File: config.mk
export PLATFORM = sky130hd
export DESIGN_NAME = amde_acc
export DESIGN_NICKNAME = d
export VERILOG_FILES = /design/src/rtl/amde_pkg.sv /design/src/rtl/amde_acc.sv
export SDC_FILE = /design/constraint.sdc
export NUM_CORES = 1
export LEC_CHECK = 0
export ABC_AREA = 1
export BUFFER_PORTS_ARGS = -buffer_cell sky130_fd_sc_hd__buf_2
export CELL_PAD_IN_SITES_DETAIL_PLACEMENT = 0
export CELL_PAD_IN_SITES_GLOBAL_PLACEMENT = 2
export CORE_ASPECT_RATIO = 0.9
export CORE_MARGIN = 1
export CORE_UTILIZATION = 27
export DETAILED_ROUTE_END_ITERATION = 6
export PLACE_DENSITY_LB_ADDON = 0.1
export REMOVE_ABC_BUFFERS = 1
export SLEW_MARGIN = 20
export SYNTH_ARGS = -nofsm -noshare
export SYNTH_HDL_FRONTEND = slang
export SYNTH_SLANG_ARGS = --single-unit
File: constraint.sdc
create_clock -name clk -period 1.95 [get_ports clk]
set_input_delay 0.195 -clock clk [delete_from_list [all_inputs] [get_ports clk]]
set_output_delay 0.195 -clock clk [all_outputs]
set_load 0.02 [all_outputs]
File: src/rtl/amde_pkg.sv
package amde_pkg;

  localparam int MAX_VERTICES_DEF = 64;
  localparam int WEIGHT_BITS_DEF  = 16;

  localparam int VC_W     = 7;
  localparam int DEGREE_W = 7;
  localparam logic [DEGREE_W-1:0] DEG_CAP = 7'd126;

  localparam int PADDR_W = 4;
  localparam int PDATA_W = 32;

  localparam logic [1:0] REG_VERTEX_COUNT = 2'd0;
  localparam logic [1:0] REG_DIRECTED     = 2'd1;
  localparam logic [1:0] REG_WEIGHTED     = 2'd2;

  typedef enum logic [1:0] {
    OP_CLEAR = 2'd0,
    OP_ADD   = 2'd1,
    OP_QUERY = 2'd2
  } op_t;

  typedef struct packed {
    logic [1:0]         op;
    logic [6:0]         from_vertex;
    logic [6:0]         to_vertex;
    logic signed [15:0] edge_weight;
  } req_t;

  typedef struct packed {
    logic [DEGREE_W-1:0] degree;
    logic                range_error;
  } rsp_t;

  // control from the sequencer to the shared accumulator
  typedef struct packed {
    logic clr;
    logic add;
    logic sum_mode;
  } acc_ctl_t;

endpackage

File: src/rtl/amde_acc.sv
module amde_acc #(
  parameter int WEIGHT_BITS = amde_pkg::WEIGHT_BITS_DEF,
  parameter int IDX_W       = 6
) (
  input  logic                          clk,
  input  amde_pkg::acc_ctl_t            ctl,
  input  logic signed [WEIGHT_BITS-1:0] data,
  output logic [amde_pkg::DEGREE_W-1:0] degree
);

  localparam int ACC_W = (WEIGHT_BITS + IDX_W + 2 > 8) ? WEIGHT_BITS + IDX_W + 2 : 8;

  logic signed [ACC_W-1:0] acc;
  logic signed [ACC_W-1:0] inc;

  always_comb begin
    if (ctl.sum_mode) begin
      inc = ACC_W'(data);
    end else if (data != '0) begin
      inc = ACC_W'(1);
    end else begin
      inc = '0;
    end
  end

  always_ff @(posedge clk) begin
    if (ctl.clr) begin
      acc <= '0;
    end else if (ctl.add) begin
      acc <= acc + inc;
    end
  end

  // clamp to 0 .. cap
  always_comb begin
    if (acc[ACC_W-1]) begin
      degree = '0;
    end else if (acc > ACC_W'(amde_pkg::DEG_CAP)) begin
      degree = amde_pkg::DEG_CAP;
    end else begin
      degree = amde_pkg::DEGREE_W'(acc);
    end
  end

endmodule

==> Word-level counts from Yosys, hierarchy flattened <==
Index checks and enable logic that the tools add are counted.
{ "word_totals": {"register_bits": 24, "input_bits": 20, "output_inout_bits": 7} }
{ "classes": {"add_sub_neg": 1, "magnitude_cmp": 1, "mux": 4, "reduce_logical": 1} }
{ "op_table": {"columns": ["op", "count"], "rows": [
  ["24-bit adder", 1],
  ["24-bit by 7-bit > comparator with 1-bit output (second input constant)", 1],
  ["24-bit 2-to-1 mux", 1],
  ["16-bit nonzero test", 1],
  ["7-bit 2-to-1 mux", 2],
  ["1-bit 2-to-1 mux", 1]
]} }

==> Depth between registers and ports, before layout <==
{ "depth": {"ltp_word": 4, "mapped_depth": 17, "ltp_nobuf": 15} }

==> Worst setup path after synthesis <==
No wires, ideal clock.
{ "synth_timing": {"kind": "input-to-reg", "from": "in data[10]", "to": "reg acc[12]", "t_arrival_ns": 1.987, "required_time_ns": 1.837, "slack_ns": -0.150, "stages": 15, "n_path_buf": 0, "path_cell_list": "nor4_1 -> nand4_1 -> a21o_1 -> ha_1 -> fa_1 -> nand2_1 -> nand2_1 -> nand2_1 -> o21ai_2 -> nand2_1 -> nand2_1 -> nand2_1 -> nand2_1 -> o21ai_1 -> inv_1"} }
{ "synth_between": {"elab_chain_cells": 4} }
{ "synth_lines": {"columns": ["element", "line", "source"], "rows": [
  ["from (decl)", "amde_acc.sv:7", "input logic signed [WEIGHT_BITS-1:0] data,"],
  ["16-bit nonzero test", "amde_acc.sv:19", "end else if (data != '0) begin"],
  ["1-bit 2-to-1 mux", "amde_acc.sv:19", null],
  ["24-bit 2-to-1 mux (*)", "amde_acc.sv:17", "if (ctl.sum_mode) begin"],
  ["24-bit adder (*)", "amde_acc.sv:30", "acc <= acc + inc;"],
  ["to (signal assigned)", "amde_acc.sv:30", null],
  ["to (decl)", "amde_acc.sv:13", "logic signed [ACC_W-1:0] acc;"]
]} }
Every way passes the cells marked *; elsewhere a longest branch is shown, timed or not.
A chain may end at the register's enable or synchronous reset.

==> Final worst setup path <==
{ "layout_timing": {"from": "in data[11]", "to": "reg acc[12]"} }
The elaborated chain is that of the path after synthesis.

==> out/qor.yml <==
setup_path:
  slowest_delay_ps: 360
  cp_cell_sequence: "buf_6 > nor4_4 > buf_4 > nand4_1 > a21o_1 > ha_2 > fa_2 > nand2_2 > nand2_2 > nand2_4 > o21ai_4 > nand2_1 > nand2_2 > nand2_1 > nand2_1 > o21ai_1 > inv_1"
  cp.required_ps: 2130
  crit_buf_inv: 3
  path_max_fanout: 3
  cp-start-kind: "input pin"
  slowest_stage: "fa_2"
  worstPathArrival_ps: 2280
  worstSetupPathType: "in -> reg"
  critPathTopFamily: "simple AND/OR/NAND/NOR gates"
  worstSetupEndpointType: "register"
clocking:
  cts_buffers: 3
  cts_tree: "built"
  clock_latency_ps: 280
  hold_buffers: 0
  clk_pin_slew_ps: 80
  cts_sinks: 24
  root_buffer: "clkbuf_16"
  cts_buffer_depth: 2
  cts_max_level: 1
detailed_routing:
  drt-met1-wl_mm: 5.879
  drc: 2
  final_antenna_net_count: 0
  wl_met2_mm: 4.568
  dr.max_layer_used: "met4"
  vias: 3409
  wl_met3_um: 294
  wl_per_cell_um: 14.11
  wl_mm: 10.79
  drtIter0Drc: 105
  vias_per_cell: 4.456
  drtPass1Iterations: 6
synth:
  yosys.cell_types.count: 27
  synth_common_cells: "181 x nand2_1, 124 x inv_1, 68 x nor2_1"
  postSynthCellCount: 548
  ys_ff_latch: 24
  synth_top_area_cell: "nand2_1"
  synth.most_common_cell: "nand2_1"
  yosysWarnings: 0
  synth_area_sq_mm: 0.002909
  synthArstFlopShare_pct: 0
  synth-edff-count: 0
  synthFlopType: "dfxtp_1"
  seq_area_frac_synth_pct: 16.52
  synthTopCellsByArea: "nand2_1 23%, dfxtp_1 17%, inv_1 16%"
  synth_top_area_share_pct: 23.35
  synth.avg_cell_area_sq_um: 5.308
grt:
  grt_overflow: 0
  grt_use_total_pct: 20.08
  grt_max_degree: 21
  grt_pass1_vias: 3272
  grt_antenna_before_repair: 0
  grt_pass1_wl_mm: 17.12
run_status:
  violations: "DRC, setup timing"
  status: "complete, but fails checks"
power:
  p_per_area_mw_per_mm2: 538.8
  leakage_nw: 2.422
  max-vdd-ir-drop_uv: 308.1
placement:
  gp_congestion: 0.8918
  port_buffers: 26
  hpwl_mm: 8.831
sta:
  drv_slew: 0
  rsz0062_at_grt: "yes"
  slew-limit-headroom_pct: 75.80
  period_share_pct: 107.9
  worst_slew_pin_slew_ps: 363.0
  holdWs_ps: 370.8
  fmaxAchievable_mhz: 475.4
  finalHoldViolCount: 0
  period_needed_ps: 2103
  setup_viol: 9
  finalClockSkew_ps: 2.644
  setup_slack_ps: -153.4
final_layout:
  area_delta_synth_final_pct: 37.38
  nFillCells: 1176
  layout-drive-gt1-share_pct: 23.27
  largest_register_ffs: 24
  final_util_pct: 38.51
  top_register: "acc"
  fin_nets: 681
  top_regs: "acc: 24 flops"
  antenna_cells: 0
floorplanning:
  start_util_pct: 28.03
  dieArea_sq_mm: 0.01119
  io_pins: 27
  die-height_um: 100.5
  num_rows: 35
  die_w_um: 111.4
  coreArea_sq_mm: 0.01038
flow_run:
  max_cap_violations: 0
worst_hold_path:
  min_path_type: "in -> reg"
==> worst min-delay path: cells and delay by family <==
kind	cells	cell delay, ps
buf+inv	2	260
compound gates	1	50
simple gates	1	120
==> area by class of cell <==
cell class / count / area (sq um) / share of cell area (%)
multi-input cells: 389 / 2122 / 53.10
repair buffers: 94 / 656.9 / 16.44
flip-flops and latches: 24 / 481.7 / 12.05
inverters: 125 / 469.2 / 11.74
well taps: 129 / 161.4 / 4.039
clock buffers: 3 / 75.07 / 1.879
clock inverters: 1 / 30.03 / 0.7514
==> power by group <==
part	internal, mW	total [mW]	switching, mW
clock	0.411	0.660	0.249
sequential	0.537	0.581	0.0444
combinational	0.387	0.912	0.525
total	1.33	2.15	0.819
==> per-layer routing <==
metal | global-route usage (%) | vias to the layer above
met1 | 29.21 | 1529
li1 | - | 1832
met3 | 2.766 | 6
met4 | 2.183 | 0
met5 | 0 | -
met2 | 32.36 | 42
==> per-stage QoR <==
| step | std cells | setup TNS (ps) | setup WS (ps) | power [mW] | cell area, sq um |
|---|---|---|---|---|---|
| after global placement | 760 | -10920 | -705.1 | 1.431 | 3664 |
| final | 765 | -726.2 | -153.4 | 2.153 | 3996 |
| after global routing | 765 | -2847 | -302.9 | 2.299 | 3996 |
| after detailed placement | 760 | -13140 | -782.4 | 1.431 | 3664 |
| after CTS | 765 | -1235 | -175.7 | 2.139 | 3892 |
| after floorplan | 538 | -756.4 | -146.4 | 1.046 | 2869 |
==> cell families (layout without fill, tap and decap cells) <==
kind of cell	Yosys count	after routing	synth area share, %
AOI/OAI and AO/OA	46	46	8.215
xor gates and xnor gates	10	10	3.011
adders and majority gates	24	24	10.58
buffers and inverters	135	223	17.51
DFF	24	24	16.52
and+or+nand+nor	309	309	44.17
==> timing repair <==
item | in CTS | in global routing
setup endpoints to repair | 28 | 28
pin swaps | 25 | 16
setup buffers | 2 | 1
resized for setup | 34 | 28
==> cells in the final DEF, fill, tap and decap left out, types with 10 or more instances in the layout <==
| cell | Yosys | routed |
|---|---|---|
| nand2_1 | 181 | 164 |
| inv_1 | 124 | 122 |
| nor2_1 | 68 | 67 |
| buf_4 | 0 | 67 |
| a21oi_1 | 28 | 25 |
| buf_2 | 2 | 24 |
| dfxtp_1 | 24 | 23 |
| ha_1 | 23 | 21 |
| nand3_1 | 28 | 20 |
| nand2_2 | 4 | 16 |
| o21ai_1 | 2 | 10 |
==> final timing paths <==
check / slack [ps] / cells after the start / end / start
max: -150 / 17 / acc[12]$_SDFFE_PP0P_ / data[11]
min: 370 / 4 / acc[13]$_SDFFE_PP0P_ / ctl[1]
max reg2reg: 70 / 12 / acc[22]$_SDFFE_PP0P_ / acc[12]$_SDFFE_PP0P_
min reg2reg: 560 / 2 / acc[17]$_SDFFE_PP0P_ / acc[17]$_SDFFE_PP0P_
(Power assumes the default switching activity.)
